===== src/sdws_pkg.sv =====
`default_nettype none

package sdws_pkg;

   // Field widths of the request and response channels
   localparam int ACTION_W       = 3;
   localparam int VALUE_W        = 16;
   localparam int REPEAT_COUNT_W = 20;

   // Default width of the repeat counter
   localparam int COUNT_BITS_DEF = 20;

   // Shifter sizing: longest frame is a nine-bit-mode word (2 x 9 bits)
   localparam int FRAME_W = 18;
   localparam int BITS_W  = 5;

   localparam logic [BITS_W-1:0] LEN_BYTE      = BITS_W'(8);
   localparam logic [BITS_W-1:0] LEN_WORD      = BITS_W'(16);
   localparam logic [BITS_W-1:0] LEN_NINE_BYTE = BITS_W'(9);
   localparam logic [BITS_W-1:0] LEN_NINE_WORD = BITS_W'(18);

   // Register port
   localparam int CSR_INDEX_W = 1;
   localparam int CSR_DATA_W  = 1;

   localparam logic [CSR_INDEX_W-1:0] CSR_NINE_BIT  = 1'b0;
   localparam logic [CSR_INDEX_W-1:0] CSR_CS_ENABLE = 1'b1;

   typedef enum logic [ACTION_W-1:0] {
      ACT_BEGIN     = 3'd0,
      ACT_END       = 3'd1,
      ACT_CMD_BYTE  = 3'd2,
      ACT_CMD_WORD  = 3'd3,
      ACT_DATA_BYTE = 3'd4,
      ACT_DATA_WORD = 3'd5,
      ACT_REPEAT    = 3'd6,
      ACT_TICK      = 3'd7
   } action_type;

   typedef struct packed {
      logic nine_bit_mode;
      logic cs_enabled;
   } cfg_type;

   typedef struct packed {
      logic mosi;
      logic dc;
      logic cs_n;
      logic last_bit;
   } result_type;

   typedef struct packed {
      logic [FRAME_W-1:0] frame;
      logic [BITS_W-1:0]  len;
   } frame_type;

   // Serial frame for one byte or word, MSB at bit len-1
   function automatic frame_type build_frame(input logic [VALUE_W-1:0] v,
                                             input logic               is_word,
                                             input logic               dcbit,
                                             input logic               nine);
      frame_type f;
      f = '0;
      if (nine) begin
         if (is_word) begin
            f.frame = {dcbit, v[15:8], dcbit, v[7:0]};
            f.len   = LEN_NINE_WORD;
         end else begin
            f.frame = {9'd0, dcbit, v[7:0]};
            f.len   = LEN_NINE_BYTE;
         end
      end else begin
         if (is_word) begin
            f.frame = {2'd0, v};
            f.len   = LEN_WORD;
         end else begin
            f.frame = {10'd0, v[7:0]};
            f.len   = LEN_BYTE;
         end
      end
      return f;
   endfunction

endpackage

`default_nettype wire


===== src/sdws_if.sv =====
`default_nettype none

// Request channel: one load or tick per request
interface sdws_req_if;
   import sdws_pkg::*;
   logic                      valid;
   logic                      ready;
   logic [ACTION_W-1:0]       action;
   logic [VALUE_W-1:0]        value;
   logic [REPEAT_COUNT_W-1:0] repeat_count;

   modport source (output valid, action, value, repeat_count, input ready);
   modport sink   (input valid, action, value, repeat_count, output ready);
endinterface

// Response channel: line levels for one serial bit
interface sdws_rsp_if;
   logic valid;
   logic ready;
   logic mosi;
   logic dc;
   logic cs_n;
   logic last_bit;

   modport source (output valid, mosi, dc, cs_n, last_bit, input ready);
   modport sink   (input valid, mosi, dc, cs_n, last_bit, output ready);
endinterface

// Register write channel
interface sdws_csr_if;
   import sdws_pkg::*;
   logic                   valid;
   logic                   ready;
   logic [CSR_INDEX_W-1:0] index;
   logic [CSR_DATA_W-1:0]  data;

   modport source (output valid, index, data, input ready);
   modport sink   (input valid, index, data, output ready);
endinterface

`default_nettype wire


===== src/sdws_engine.sv =====
`default_nettype none

module sdws_engine
   import sdws_pkg::*;
#(
   parameter int COUNT_BITS = COUNT_BITS_DEF
) (
   input  wire                            clock,
   input  wire                            reset,
   input  wire                            accept,
   input  wire action_type                action,
   input  wire logic [VALUE_W-1:0]        value,
   input  wire logic [REPEAT_COUNT_W-1:0] repeat_count,
   input  wire cfg_type                   cfg,
   output logic                           push,
   output result_type                     result
);

   // Counter keeps only the count bits that can reach it
   localparam int CNT_W = (COUNT_BITS < REPEAT_COUNT_W) ? COUNT_BITS : REPEAT_COUNT_W;

   logic [FRAME_W-1:0] shift_word_ff, shift_word_in;
   logic [BITS_W-1:0]  bits_left_ff, bits_left_in;
   logic [CNT_W-1:0]   repeats_left_ff, repeats_left_in;
   logic [VALUE_W-1:0] repeat_word_ff, repeat_word_in;
   logic               dc_level_ff, dc_level_in;
   logic               cs_active_ff, cs_active_in;

   logic               busy;
   logic               is_word;
   logic               is_data;
   frame_type          frame_req;
   frame_type          frame_rep;
   logic [FRAME_W-1:0] shift_cur;
   logic [BITS_W-1:0]  bits_cur;
   logic [CNT_W-1:0]   reps_cur;
   logic               last;

   assign busy    = (bits_left_ff != '0) || (repeats_left_ff != '0);
   assign is_word = (action == ACT_CMD_WORD) || (action == ACT_DATA_WORD);
   assign is_data = (action == ACT_DATA_BYTE) || (action == ACT_DATA_WORD);

   assign frame_req = build_frame(value, is_word, is_data, cfg.nine_bit_mode);
   assign frame_rep = build_frame(repeat_word_ff, 1'b1, 1'b1, cfg.nine_bit_mode);

   // Tick path: reload from the repeat word when the shifter ran dry
   always_comb begin
      if (bits_left_ff == '0) begin
         shift_cur = frame_rep.frame;
         bits_cur  = frame_rep.len - 1'b1;
         reps_cur  = repeats_left_ff - 1'b1;
      end else begin
         shift_cur = shift_word_ff;
         bits_cur  = bits_left_ff - 1'b1;
         reps_cur  = repeats_left_ff;
      end
      last = (bits_cur == '0) && (reps_cur == '0);
   end

   // Next state and result for one request
   always_comb begin
      shift_word_in   = shift_word_ff;
      bits_left_in    = bits_left_ff;
      repeats_left_in = repeats_left_ff;
      repeat_word_in  = repeat_word_ff;
      dc_level_in     = dc_level_ff;
      cs_active_in    = cs_active_ff;
      push            = 1'b0;
      result.mosi     = shift_cur[0];
      result.dc       = dc_level_ff;
      result.cs_n     = cfg.cs_enabled ? ~cs_active_ff : 1'b1;
      result.last_bit = last;

      if (accept) begin
         if (action == ACT_TICK) begin
            if (busy) begin
               push            = 1'b1;
               result.mosi     = shift_cur[bits_cur];
               shift_word_in   = shift_cur;
               bits_left_in    = bits_cur;
               repeats_left_in = reps_cur;
               if (last) begin
                  dc_level_in = 1'b1;
               end
            end
         end else if (!busy) begin
            case (action)
               ACT_BEGIN: begin
                  dc_level_in  = 1'b1;
                  cs_active_in = 1'b1;
               end
               ACT_END: begin
                  cs_active_in = 1'b0;
               end
               ACT_CMD_BYTE, ACT_CMD_WORD: begin
                  dc_level_in   = 1'b0;
                  shift_word_in = frame_req.frame;
                  bits_left_in  = frame_req.len;
               end
               ACT_DATA_BYTE, ACT_DATA_WORD: begin
                  dc_level_in   = 1'b1;
                  shift_word_in = frame_req.frame;
                  bits_left_in  = frame_req.len;
               end
               ACT_REPEAT: begin
                  dc_level_in     = 1'b1;
                  repeat_word_in  = value;
                  repeats_left_in = repeat_count[CNT_W-1:0];
               end
               default: begin
               end
            endcase
         end
      end
   end

   always_ff @(posedge clock) begin
      if (reset) begin
         shift_word_ff   <= '0;
         bits_left_ff    <= '0;
         repeats_left_ff <= '0;
         repeat_word_ff  <= '0;
         dc_level_ff     <= 1'b1;
         cs_active_ff    <= 1'b0;
      end else begin
         shift_word_ff   <= shift_word_in;
         bits_left_ff    <= bits_left_in;
         repeats_left_ff <= repeats_left_in;
         repeat_word_ff  <= repeat_word_in;
         dc_level_ff     <= dc_level_in;
         cs_active_ff    <= cs_active_in;
      end
   end

`ifndef SYNTHESIS
   // Shifter never holds more than one nine-bit word
   a_bits_range: assert property (@(posedge clock) disable iff (reset)
      bits_left_ff <= LEN_NINE_WORD)
      else $error("bits_left exceeds frame length");

   // A response only comes from a pending write
   a_push_busy: assert property (@(posedge clock) disable iff (reset)
      push |-> busy)
      else $error("response without pending write");

   // Final bit of a write returns DC to data and leaves the shifter idle
   a_last_idle: assert property (@(posedge clock) disable iff (reset)
      (push && result.last_bit) |=> (dc_level_ff && !busy))
      else $error("write did not finish cleanly");
`endif

endmodule

`default_nettype wire


===== src/spi_display_write_serializer_top.sv =====
`default_nettype none

// Write-only serial display link master, MSB first. Each request is a load
// (begin/end transaction, command or data byte/word, repeated data word) or
// a tick; every tick while a write is pending yields one response with the
// MOSI, DC and CS_N levels for that serial clock pulse plus a last-bit flag.
// Loads arriving while a write is pending are dropped, ticks while idle give
// no response. The block takes one request per clock: all state updates in
// the cycle of acceptance, the response is registered into the output
// register, and a second output entry absorbs one stalled response so
// that requests keep flowing; req.ready drops only while both entries hold
// responses. Registers (nine-bit mode, chip-select enable) are written
// through the csr port, which is always ready.
module spi_display_write_serializer_top
   import sdws_pkg::*;
#(
   parameter int COUNT_BITS = COUNT_BITS_DEF
) (
   input wire       clock,
   input wire       reset,
   sdws_req_if.sink   req,
   sdws_rsp_if.source rsp,
   sdws_csr_if.sink   csr
);

   cfg_type    cfg_ff;
   logic       accept;
   logic       push;
   logic       pop;
   result_type result;

   result_type out_ff, out_in;
   logic       out_valid_ff, out_valid_in;
   result_type skid_ff, skid_in;
   logic       skid_valid_ff, skid_valid_in;

   // Register port
   assign csr.ready = 1'b1;

   always_ff @(posedge clock) begin
      if (reset) begin
         cfg_ff.nine_bit_mode <= 1'b0;
         cfg_ff.cs_enabled    <= 1'b1;
      end else if (csr.valid) begin
         case (csr.index)
            CSR_NINE_BIT:  cfg_ff.nine_bit_mode <= csr.data[0];
            CSR_CS_ENABLE: cfg_ff.cs_enabled    <= csr.data[0];
            default: begin
            end
         endcase
      end
   end

   assign req.ready = ~skid_valid_ff;
   assign accept    = req.valid && req.ready;

   sdws_engine #(
      .COUNT_BITS (COUNT_BITS)
   ) u_engine (
      .clock        (clock),
      .reset        (reset),
      .accept       (accept),
      .action       (action_type'(req.action)),
      .value        (req.value),
      .repeat_count (req.repeat_count),
      .cfg          (cfg_ff),
      .push         (push),
      .result       (result)
   );

   // Two-entry output stage: output register plus skid entry
   assign pop = out_valid_ff && rsp.ready;

   always_comb begin
      out_in        = out_ff;
      out_valid_in  = out_valid_ff;
      skid_in       = skid_ff;
      skid_valid_in = skid_valid_ff;
      if (skid_valid_ff) begin
         if (pop) begin
            out_in        = skid_ff;
            skid_valid_in = 1'b0;
         end
      end else if (out_valid_ff && !pop) begin
         if (push) begin
            skid_in       = result;
            skid_valid_in = 1'b1;
         end
      end else begin
         out_in       = result;
         out_valid_in = push;
      end
   end

   always_ff @(posedge clock) begin
      if (reset) begin
         out_valid_ff  <= 1'b0;
         skid_valid_ff <= 1'b0;
      end else begin
         out_valid_ff  <= out_valid_in;
         skid_valid_ff <= skid_valid_in;
      end
   end

   always_ff @(posedge clock) begin
      out_ff  <= out_in;
      skid_ff <= skid_in;
   end

   assign rsp.valid    = out_valid_ff;
   assign rsp.mosi     = out_ff.mosi;
   assign rsp.dc       = out_ff.dc;
   assign rsp.cs_n     = out_ff.cs_n;
   assign rsp.last_bit = out_ff.last_bit;

`ifndef SYNTHESIS
   // Skid entry is only ever filled behind a full output register
   a_skid_order: assert property (@(posedge clock) disable iff (reset)
      skid_valid_ff |-> out_valid_ff)
      else $error("skid entry valid with empty output register");

   // Draining the skid entry keeps the output register occupied
   a_skid_drain: assert property (@(posedge clock) disable iff (reset)
      (skid_valid_ff && rsp.ready) |=> (out_valid_ff && !skid_valid_ff))
      else $error("skid entry lost on drain");

   // A response pushed while the output register is full must fit in the skid entry
   a_no_overflow: assert property (@(posedge clock) disable iff (reset)
      push |-> !skid_valid_ff)
      else $error("response pushed into full output stage");
`endif

endmodule

`default_nettype wire

===== src/flat_wrapper.sv =====
// flat-port wrapper written by rule: the top's interface ports become plain ports
module spi_display_write_serializer_top_flat import sdws_pkg::*;
#(
   parameter int COUNT_BITS = COUNT_BITS_DEF
)
  (clock, reset, req_valid, req_action, req_value, req_repeat_count, req_ready, rsp_valid, rsp_mosi, rsp_dc, rsp_cs_n, rsp_last_bit, rsp_ready, csr_valid, csr_index, csr_data, csr_ready);
  sdws_req_if req_i ();
  sdws_rsp_if rsp_i ();
  sdws_csr_if csr_i ();
  input wire clock;
  input wire reset;
  input wire logic [$bits(req_i.valid)-1:0] req_valid;
  input wire logic [$bits(req_i.action)-1:0] req_action;
  input wire logic [$bits(req_i.value)-1:0] req_value;
  input wire logic [$bits(req_i.repeat_count)-1:0] req_repeat_count;
  output wire logic [$bits(req_i.ready)-1:0] req_ready;
  output wire logic [$bits(rsp_i.valid)-1:0] rsp_valid;
  output wire logic [$bits(rsp_i.mosi)-1:0] rsp_mosi;
  output wire logic [$bits(rsp_i.dc)-1:0] rsp_dc;
  output wire logic [$bits(rsp_i.cs_n)-1:0] rsp_cs_n;
  output wire logic [$bits(rsp_i.last_bit)-1:0] rsp_last_bit;
  input wire logic [$bits(rsp_i.ready)-1:0] rsp_ready;
  input wire logic [$bits(csr_i.valid)-1:0] csr_valid;
  input wire logic [$bits(csr_i.index)-1:0] csr_index;
  input wire logic [$bits(csr_i.data)-1:0] csr_data;
  output wire logic [$bits(csr_i.ready)-1:0] csr_ready;
  assign req_i.valid = req_valid;
  assign req_i.action = req_action;
  assign req_i.value = req_value;
  assign req_i.repeat_count = req_repeat_count;
  assign req_ready = req_i.ready;
  assign rsp_valid = rsp_i.valid;
  assign rsp_mosi = rsp_i.mosi;
  assign rsp_dc = rsp_i.dc;
  assign rsp_cs_n = rsp_i.cs_n;
  assign rsp_last_bit = rsp_i.last_bit;
  assign rsp_i.ready = rsp_ready;
  assign csr_i.valid = csr_valid;
  assign csr_i.index = csr_index;
  assign csr_i.data = csr_data;
  assign csr_ready = csr_i.ready;
  spi_display_write_serializer_top #(.COUNT_BITS(COUNT_BITS)) u_core (.clock(clock), .reset(reset), .req(req_i), .rsp(rsp_i), .csr(csr_i));
endmodule

===== config.mk =====
export PLATFORM = sky130hd
export DESIGN_NAME = spi_display_write_serializer_top_flat
export DESIGN_NICKNAME = d
export VERILOG_FILES = /design/src/sdws_pkg.sv /design/src/sdws_if.sv /design/src/sdws_engine.sv /design/src/spi_display_write_serializer_top.sv /design/src/flat_wrapper.sv
export SDC_FILE = /design/constraint.sdc
export NUM_CORES = 1
export LEC_CHECK = 0
export BUFFER_PORTS_ARGS = -buffer_cell sky130_fd_sc_hd__buf_2
export CORE_ASPECT_RATIO = 2
export CORE_UTILIZATION = 55
export CTS_CLUSTER_SIZE = 12
export DETAILED_ROUTE_END_ITERATION = 16
export PLACE_DENSITY_LB_ADDON = 0.3
export SETUP_SLACK_MARGIN = 0.3
export SKIP_CTS_REPAIR_TIMING = 1
export SYNTH_ARGS = -nofsm -noshare
export SYNTH_HDL_FRONTEND = slang
export SYNTH_SLANG_ARGS = --single-unit

===== constraint.sdc =====
create_clock -name clock -period 4.6 [get_ports clock]
set_input_delay 0.46 -clock clock [delete_from_list [all_inputs] [get_ports clock]]
set_output_delay 0.46 -clock clock [all_outputs]
set_load 0.005 [all_outputs]

### Yosys cells after proc, flatten, opt, wreduce, memory -nomap -nowiden

Index checks and enable logic that the tools add are counted.

| word-level totals | value |
|---|---|
| output and inout port bits | 7 |
| bits of input ports | 46 |
| register bits after elaboration | 73 |
| word-level logic and storage cells | 112 |

| cells by class | value |
|---|---|
| add/subtract/negate cells | 3 |
| multiplexer cells | 41 |
| bitwise operators | 6 |
| equality and inequality tests | 12 |
| magnitude comparators | 1 |
| reduce and logical (&&, ||, !) cells | 31 |

Operator list:

| kind | count |
|---|---|
| $mux 20 | 5 |
| $mux 18 | 5 |
| $mux 23 | 3 |
| $mux 5 | 5 |
| $mux 21 | 1 |
| $logic_not 20->1 | 1 |
| $reduce_bool 20->1 | 1 |
| $sub 20x1->20 const B | 1 |
| $mux 1 | 16 |
| $reduce_and 4->1 | 4 |
| $eq 3x3->1 const B | 4 |
| $mux 4 | 3 |
| $logic_not 5->1 | 2 |
| $sub 5x1->5 const B | 2 |
| $reduce_and 2->1 | 4 |
| $reduce_or 4->1 | 2 |
| $eq 3x2->1 const B | 2 |
| $lt 5x6->1 const B | 1 |
| $ne 2x1->1 const B | 3 |
| $not 1->1 | 6 |
| $reduce_bool 2->1 | 3 |
| $bmux 1 s5 | 1 |
| $reduce_and 5->1 | 1 |
| $reduce_bool 5->1 | 1 |
| other kinds (10) | 17 |

### Depth between registers and ports, before layout

Gate-level depths: netlist (run 1).

| logic depth | value |
|---|---|
| word-level depth | 10 |
| mapped depth | 15 |

### Modules after synthesis

A second synthesis (run 1) with hierarchy kept.

| second synthesis, totals | value |
|---|---|
| cells, all modules | 613 |
| area, all modules | 4,810.9 µm² |

By module, submodules not included:

| module | times used | cells an instance | area each (µm²) |
|---|---|---|---|
| sdws_engine | 1 | 577 | 4,279.1 |
| spi_display_write_serializer_top | 1 | 36 | 531.8 |

### Least setup slack after synthesis (run 1)

No wires, ideal clock.

| path | value |
|---|---|
| kind | register to register |
| start | reg u_core.u_engine.bits_left_ff[2] |
| end | reg u_core.out_ff (netlist bit u_core.rsp.mosi) (data pin) |
| arrival time | 3.512 ns |
| stages on the path, launching flop included | 15 |
| path buffers | 4 |
| period minus slack after synthesis | 3.781 ns |
| slack | 0.819 ns |
| library setup time | 0.269 ns |
| path through | dfxtp_1 buf_6 or4_4 buf_6 nor2_1 clkbuf_1 a21oi_1 ha_1 clkbuf_1 xnor2_1 mux2i_1 a2111oi_0 nor4bb_1 nor4_1 o21ai_0 |

RTL lines:

| item | line | text |
|---|---|---|
| from (decl) | sdws_engine.sv:23 | `logic [BITS_W-1:0] bits_left_ff, bits_left_in;` |
| from (signal assigned) | sdws_engine.sv:127 | `bits_left_ff <= bits_left_in;` |
| to (signal assigned) | spi_display_write_serializer_top.sv:106 | `out_ff <= out_in;` |
| to (decl) | spi_display_write_serializer_top.sv:32 | `result_type out_ff, out_in;` |

==> results of run 1 <==
-- where the power goes --
| group | switching (mW) | internal [mW] | total (mW) |
|---|---|---|---|
| Clock | 0.265 | 0.365 | 0.630 |
| Combinational | 1.34 | 0.719 | 2.06 |
| Sequential | 0.116 | 0.765 | 0.881 |
-- layer usage --
metal  vias to the layer above  share of wire  GRT usage
met3                        57          0.043     0.0556
met1                      2135           0.34      0.320
li1                       2177              -          -
met4                         0          0.061      0.220
met5                         -              0          0
met2                       156           0.55      0.588
-- cell type report --
class | instances | share of cell area
Clock inverter | 3 | 0.00370
Tap cell | 96 | 0.0237
Multi-Input combinational cell | 437 | 0.541
Inverter | 20 | 0.0148
Clock buffer | 13 | 0.0474
Timing Repair Buffer | 61 | 0.0652
Sequential cell | 73 | 0.304
-- path summary, 6_finish.rpt --
check                                       start                                 to  slack, ns
hold reg to reg                  u_core.cfg_ff[0]                  u_core.skid_ff[1]       0.48
setup reg to reg  u_core.u_engine.bits_left_ff[2]                    u_core.rsp.mosi       0.91
hold / removal                       req_value[1]  u_core.u_engine.repeat_word_ff[1]       0.37
setup / recovery  u_core.u_engine.bits_left_ff[2]                    u_core.rsp.mosi       0.91
-- sequential cells by signal, indices dropped and copies added, names as in the netlist, 2 cells and up --
name / cells
u_core.u_engine.shift_word_ff: 18
u_core.u_engine.bits_left_ff: 5
u_core.u_engine.repeats_left_ff: 20
u_core.u_engine.repeat_word_ff: 16
u_core.cfg_ff: 2
u_core.skid_ff: 4
-- placed cells by master, fill, tap and decap left out, types with 5 or more instances in the layout --
master / n
sky130_fd_sc_hd__nor2_1: 65
sky130_fd_sc_hd__dfxtp_1: 65
sky130_fd_sc_hd__nand2_1: 54
sky130_fd_sc_hd__buf_2: 51
sky130_fd_sc_hd__a21oi_1: 49
sky130_fd_sc_hd__o21ai_0: 44
sky130_fd_sc_hd__mux2i_1: 32
sky130_fd_sc_hd__nor3_1: 20
sky130_fd_sc_hd__inv_1: 19
sky130_fd_sc_hd__a211oi_1: 16
sky130_fd_sc_hd__or3_1: 13
sky130_fd_sc_hd__nor4_1: 10
sky130_fd_sc_hd__buf_4: 10
sky130_fd_sc_hd__nand3_1: 9
sky130_fd_sc_hd__ha_1: 9
sky130_fd_sc_hd__clkbuf_16: 9
sky130_fd_sc_hd__edfxtp_1: 8
sky130_fd_sc_hd__o32ai_1: 7
sky130_fd_sc_hd__a31oi_1: 6
sky130_fd_sc_hd__o211ai_1: 6
sky130_fd_sc_hd__nand2b_1: 6
sky130_fd_sc_hd__a22oi_1: 5
sky130_fd_sc_hd__o31ai_1: 5
-- through the flow --
stage	std cells	util	hold WS, ns
2_1_floorplan	575	-	0.427
3_3_place_gp	687	0.606	0.461
3_5_place_dp	687	0.606	0.469
4_1_cts	703	0.638	0.370
5_1_grt	703	0.638	0.385
6_report	703	0.638	0.372
-- cell families after synthesis --
family | Yosys count
compound gates | 173
mux | 36
other cells | 1
buf+inv | 65
xor+xnor | 8
simple gates | 210
fa+ha+maj | 9
flops | 73
-- worst min-delay path, cell delays in order --
cell and delay [ns]:
sky130_fd_sc_hd__buf_2 0.08, sky130_fd_sc_hd__mux2i_1 0.06, sky130_fd_sc_hd__nor2_1 0.07
==> results by stage, run 1 <==
Flow run:
- The reported max-cap violation count is 0.

Timing:
- Summed over all failing endpoints, the final setup total negative slack is 0 ns.
- The worst path needs 3.69 ns of the cycle, external delays included.
- At the pin with the least slew margin, the transition time is 1.13 ns.
- The setup slack of the critical path after layout is 0.913 ns.
- Dividing the final minimum period by the clock period gives 0.801.
- The max-slew violation count is 0.
- The count of final setup violators is 0.
- The clock tree skew after final layout is 0.00601 ns.
- The final number of hold-violating endpoints is 0.
- The maximum operating frequency is 0.271 GHz.
- The headroom to the max-slew limit is 0.237.
- Setup repair after global routing left no endpoint under its margin.

Floorplan:
- The starting density of the core is 0.571.
- The area of the core is 7940 sq um.
- The area of the die is 8640 sq um.
- The number of top-level design ports is 53.
- The number of cell rows is 46.
- From bottom edge to top edge, the die measures 130 um.
- The die extent in x is 66.2 um.

Place:
- The count of buffers added on input and output ports is 51.
- The half-perimeter wire length after placement is 9610 um.
- Timing analysis after detailed placement gives a worst setup slack of 0.927 ns.
- The routability congestion estimate is 0.937.
- The placement-stage cell area is 4810 sq um.

Layout:
- The share of cells above drive strength 1 is 0.143.
- The area added between synthesis and finish is 11.8%.
- For this run, the post-layout net count is 657.
- After filler insertion, the fill cell instance count of the layout stands at 715.
- Across the whole layout, storage elements account for 1540 sq um.
- In the final layout, the multi-input gates occupy 2740 sq um.
- The number of antenna cells inserted is 0.
- The post-layout instance area is 5070 sq um.

Logic synthesis:
- The share of synthesized flip-flops with an asynchronous set or reset is 0.
- In this run, distinct cell masters in the synthesized netlist total 63.
- The prevailing post-synth register cell is sky130_fd_sc_hd__dfxtp_1.
- For this run, the number of Yosys warnings is 0.
- The synthesized area is 4540 sq um.
- The number of synthesized flops with an enable pin is 8.
- Counting instances in the post-synthesis netlist gives the leading cell types as sky130_fd_sc_hd__dfxtp_1, sky130_fd_sc_hd__nor2_1, sky130_fd_sc_hd__nand2_1, sky130_fd_sc_hd__a21oi_1, sky130_fd_sc_hd__o21ai_0.
- After synthesis, the share of cell area in mux cells is 0.0806.
- The synthesized area per cell is 7.89 sq um.
- The number of nets handed over by synthesis was 630.
- The post-synthesis xor/xnor area fraction is 0.0171.
- Of the total synthesized cell area, the portion taken by AND, OR, NAND and NOR gates is 0.232.
- The share of the Yosys chip area taken by registers is 0.340.
- Counting flops and latches in the post-synthesis netlist gives 73.
- By area, the combinational part of the netlist is dominated by compound AO/OA/AOI/OAI gates.
- The share of synthesized area in the top cell type comes to 0.287.
- Yosys attributes the largest share of cell area to sky130_fd_sc_hd__dfxtp_1, sky130_fd_sc_hd__mux2i_1, sky130_fd_sc_hd__a21oi_1, sky130_fd_sc_hd__nor2_1, sky130_fd_sc_hd__edfxtp_1.
- The library cell occupying the most area in the post-synthesis netlist is sky130_fd_sc_hd__dfxtp_1.
- The cell count after synthesis came out at 575.
- The synthesized-area fraction occupied by ao, oa, aoi and oai cells came to 0.243.
- The area share of fa/ha/maj cells after synthesis is 0.0248.

Clocking:
- The total number of H-tree levels is 3.
- The clock input transition at the sequential cells of the worst setup and hold paths is 0.06 ns.
- The clock latency of the later-clocked register in the worst-skew pair is 0.34 ns.
- The CTS tree is yes.
- The number of buffers inserted during clock tree synthesis is 9.
- The maximum buffer depth of the clock tree is 2.
- In this run the clock root is driven by a sky130_fd_sc_hd__clkbuf_16.
- The number of clock sinks is 73.

Drt:
- The detail route stage leaves a number of antenna-violating nets equal to 0.
- Summed over all layers, the routed wires come to 13300 um.
- The routed layout has 4525 vias.
- The detail-routed net length per standard cell is 18.9 um.
- Dividing the detail-routed via count by the number of cells gives 6.44.
- The count of routing violations after the opening detailed-route iteration is 494.
- The first detailed-routing pass took 5 iterations.
- The number of remaining DRC errors is 0.

Power and ir drop:
- Across the VDD grid, the largest voltage drop is 322 uV.
- Power comes to 3.57 mW.
- In this run the power density over the cells is 705 nW/um^2.
- Summed over all cells, the static leakage comes to 1.89 nW.

Worst setup path:
- STA puts the critical path data arrival time at 3.76 ns.
- The sort of element at the end of the critical path is a register.
- The number of cells traversed by the worst register-to-register path is 10.
- The largest individual stage delay along the critical path comes from the cell sky130_fd_sc_hd__xnor2_1.
- The startpoint type of the worst setup path is a register.
- The critical path contains buffers and inverters numbering 0 combined.
- Walking the worst path, the cells encountered are or4_4 -> nor2_1 -> a21oi_1 -> ha_1 -> xnor2_1 -> mux2i_1 -> a2111oi_0 -> nor4bb_1 -> nor4_1 -> o21ai_0.
- The kind of cell with the highest combined delay on the critical path is simple AND/OR/NAND/NOR gates.
- For the worst setup path, the data required time is 4.68 ns.
- The critical path is of the reg2reg type.
- The critical path runs through a total of 10 cells.
- In this design, the stage delay of the slowest critical-path cell is 0.61 ns.
- The largest fanout on the critical path is 8.

Global route:
- The first global-routing pass estimated 20800 um of wire.
- In the global route stage, overall resource usage came out at 0.322.
- The number of global-route vias before repair is 4348.
- Entering global routing, the biggest net connects 57 pins.
- The number of antenna violations at the first check in global routing is 0.
- Global routing finished with a remaining overflow of 0.

Min path:
- The instance count along the most critical hold path is 3.
- The worst min-delay path class is in2reg.

Run status:
- The flow ran to the end, and the final reports show no timing, DRC or antenna violations.
No activity file was read; power rests on OpenSTA's default activity.
==> run 2: changes to the inputs <==
- CORE_UTILIZATION: 55 -> 53
- clock period: 4.6 -> 3.1 ns (I/O delays scaled with it)
==> run 2 against run 1 <==
  * Design area is 14% higher
  * Fmax is 27% higher
  * Clock skew is 0.0015 ns lower
  * Final cell count is 5.8% higher
  * Critical path depth is 3 higher
  * Clock-buffer cell count is 3 lower
  * Sequential power is 48% higher
  * Critical path type unchanged
==> results by stage, run 2 (synthesis results as in run 1) <==
Run status:
- The flow ran to the end, and the final reports show no timing, DRC or antenna violations.

Worst setup path:
- The number of cells traversed by the worst register-to-register path is 13.
- In this run the worst path has a maximum fanout of 5.
- The arrival time reported for the critical path endpoint is 3.12 ns.
- The worst endpoint required time is 3.32 ns.
- STA classifies the critical path endpoint as a register.
- The start-to-end type of the worst setup path is reg2reg.
- The worst setup path is launched from a register.

Power and ir drop:
- The worst-case IR drop observed on VDD is 683 uV.
- The power density over the cells is 1190 nW/um^2.
- The analysis attributes to cell leakage a power of 2.21 nW.
- The net switching power figure is 3.10 mW.
- Cell internal power was estimated by the tool at 3.77 mW.
- The share of total power in combinational logic is 0.638.
- The portion of total power attributed to sequential cells is 0.188.
- The proportion of total power due to net switching is 0.451.
- The part of the power in the clock network is 0.173.
- Power comes to 6.88 mW.

Floorplan:
- The area of the die is 8950 sq um.
- The number of cell rows is 47.
- The area of the core is 8290 sq um.
- The die boundary height is 133 um.
- In this run the horizontal extent of the chip is 67.4 um.
- In this run the count of I/O pins placed on the die edge is 53.
- The starting density of the core is 0.547.

Clocking:
- The clock passes through at most 2 buffers.
- CTS placed an instance of sky130_fd_sc_hd__clkbuf_16 at the clock tree root.
- The number of clock sinks is 73.
- The H-tree generated during clock tree synthesis spans 3 levels.
- The number of buffers inserted during clock tree synthesis is 9.
- At the later pin of the worst-skew pair, clock insertion delay measures 0.34 ns.
- After clock tree synthesis, the clock-pin slew on the worst setup and hold paths is 0.06 ns.
- The CTS tree is yes.

Timing:
- The minimum clock period after layout is 2.90 ns.
- Dividing the final minimum period by the clock period gives 0.937.
- The setup slack of the critical path after layout is 0.196 ns.
- The clock tree skew after final layout is 0.00453 ns.
- Setup repair after global routing could not meet its margin everywhere.
- The maximum operating frequency is 0.344 GHz.
- For the final routed database, the setup TNS stands at 0 ns.
- The count of final setup violators is 0.
- The headroom to the max-slew limit is 0.435.
- At the pin with the least slew margin, the transition time is 0.838 ns.
- The final number of hold-violating endpoints is 0.
- The max-slew violation count is 0.

Place:
- The wire-length estimate of the detail-placed layout is 10300 um.
- The worst setup slack before clock tree synthesis is 0.194 ns.
- The number of buffers added on ports is 51.
- After detailed placement, the design holds a cell count of 708.
- The congestion estimate from routability-driven global placement came to 0.925.

Global route:
- The first global-routing pass estimated 22000 um of wire.
- The number of antenna violations at the first check in global routing is 0.
- The aggregate global routing overflow is 0.
- The global-route total usage across every layer is 0.332.
- The number of global-route vias before repair is 4574.
- The maximum number of pins on one net before global-route repair is 56.

Drt:
- The via-per-instance ratio is 6.46.
- The first TritonRoute pass finished after 5 iterations.
- In this run the remaining antenna-violating nets after routing total 0.
- For this block, the routed nets add up to 15000 um of wire.
- The number of remaining DRC errors is 0.
- The count of routing violations after the opening detailed-route iteration is 411.
- In the final routed layout, each cell accounts on average for 20.2 um.
- Detailed routing inserted a total of 4805 vias.

Layout:
- Leaving out fill and tap cells, the most frequent cell in the layout is sky130_fd_sc_hd__dfxtp_1.
- The area added between synthesis and finish is 27.5%.
- The number of antenna diodes in the final layout is 0.
- The share of cells above drive strength 1 is 0.252.
- The final cell count without fillers is 744.
- The sequential cells in the finished layout cover a total of 1540 sq um.
- The final net count is 696.
- The number of flip-flops under the largest register name is 20.
- Summing all multi-input logic gate instances after layout gives 3000 sq um.
- In the final layout, the registers with the most flip-flops are u_core.u_engine.repeats_left_ff x20, u_core.u_engine.shift_word_ff x18, u_core.u_engine.repeat_word_ff x16.
- Counting flops per register, the top entry is u_core.u_engine.repeats_left_ff.
- The fill cell instance count of the final layout is 670.
- For this run, the share of the core covered by cells in the final layout is 0.697.
- In the layout the commonest cells are sky130_fd_sc_hd__dfxtp_1, sky130_fd_sc_hd__nor2_1, sky130_fd_sc_hd__nand2_1.

Min path:
- The worst hold path was traced through 3 stages.
- The min-delay analysis places its worst path in the category in2reg.

Flow run:
- The tool flagged a number of max-cap violations equal to 0.
run 2: cell count changes in the layout (fill, tap and decap cells not counted), sizes merged:
| cell | delta |
|---|---|
| clkinvlp | +1 |
| clkbuf | -2 |
| clkinv | -1 |
| buf | +38 |
| bufinv | +3 |
run 2: final timing paths:
path | start | to | slack (ns)
worst min register to register | u_core.u_engine.repeat_word_ff[2] | u_core.u_engine.repeat_word_ff[2] | 0.49
worst max register to register | u_core.u_engine.bits_left_ff[0] | u_core.u_engine.shift_word_ff[10] | 0.20
worst min-delay path | req_value[7] | u_core.u_engine.repeat_word_ff[7] | 0.21
worst max-delay path | u_core.u_engine.bits_left_ff[0] | u_core.u_engine.shift_word_ff[10] | 0.20
run 2: power groups by stage:
stage                     clock, mW  sequential (mW)  combinational, mW
after floorplan                   0             1.25               2.47
after global placement            0             1.29               3.35
after detailed placement          0             1.30               3.41
after CTS                      1.20             1.28               3.42
after global routing           1.23             1.30               4.69
final                          1.19             1.30               4.39
run 2: metrics by stage:
step / hold slack [ns] / instance area, sq um
2_1_floorplan: 0.427 / 4650
3_3_place_gp: 0.463 / 5030
3_5_place_dp: 0.468 / 5030
4_1_cts: 0.210 / 5370
5_1_grt: 0.249 / 5780
6_report: 0.213 / 5780
run 2: final cells by class:
class,instances,share of cell area
timing repair buffer,100,0.123
clock buffer,10,0.0396
sequential,73,0.267
clock inverter,6,0.0184
tap,98,0.0212
inverter,20,0.0130
multi-input combinational,437,0.518
run 2: metal layers:
layer | global-route usage | wire [um] | vias to the layer above
met5 | 0 | 0 | -
met4 | 0.240 | 967 | 0
met3 | 0.0526 | 696 | 76
met2 | 0.597 | 8010 | 223
met1 | 0.319 | 5330 | 2251
li1 | - | - | 2255
run 2: worst max-delay path: stages, from the launching register on:
cell	delay (ns)
sky130_fd_sc_hd__dfxtp_1	0.31
sky130_fd_sc_hd__or4_4	0.55
sky130_fd_sc_hd__buf_4	0.16
sky130_fd_sc_hd__buf_8	0.12
sky130_fd_sc_hd__nor4b_4	0.35
sky130_fd_sc_hd__nand4_4	0.19
sky130_fd_sc_hd__inv_2	0.12
sky130_fd_sc_hd__ha_4	0.20
sky130_fd_sc_hd__nor2_4	0.13
sky130_fd_sc_hd__o21a_4	0.23
sky130_fd_sc_hd__buf_6	0.14
sky130_fd_sc_hd__o221ai_1	0.12
sky130_fd_sc_hd__o21ai_1	0.11
sky130_fd_sc_hd__nor2_1	0.05
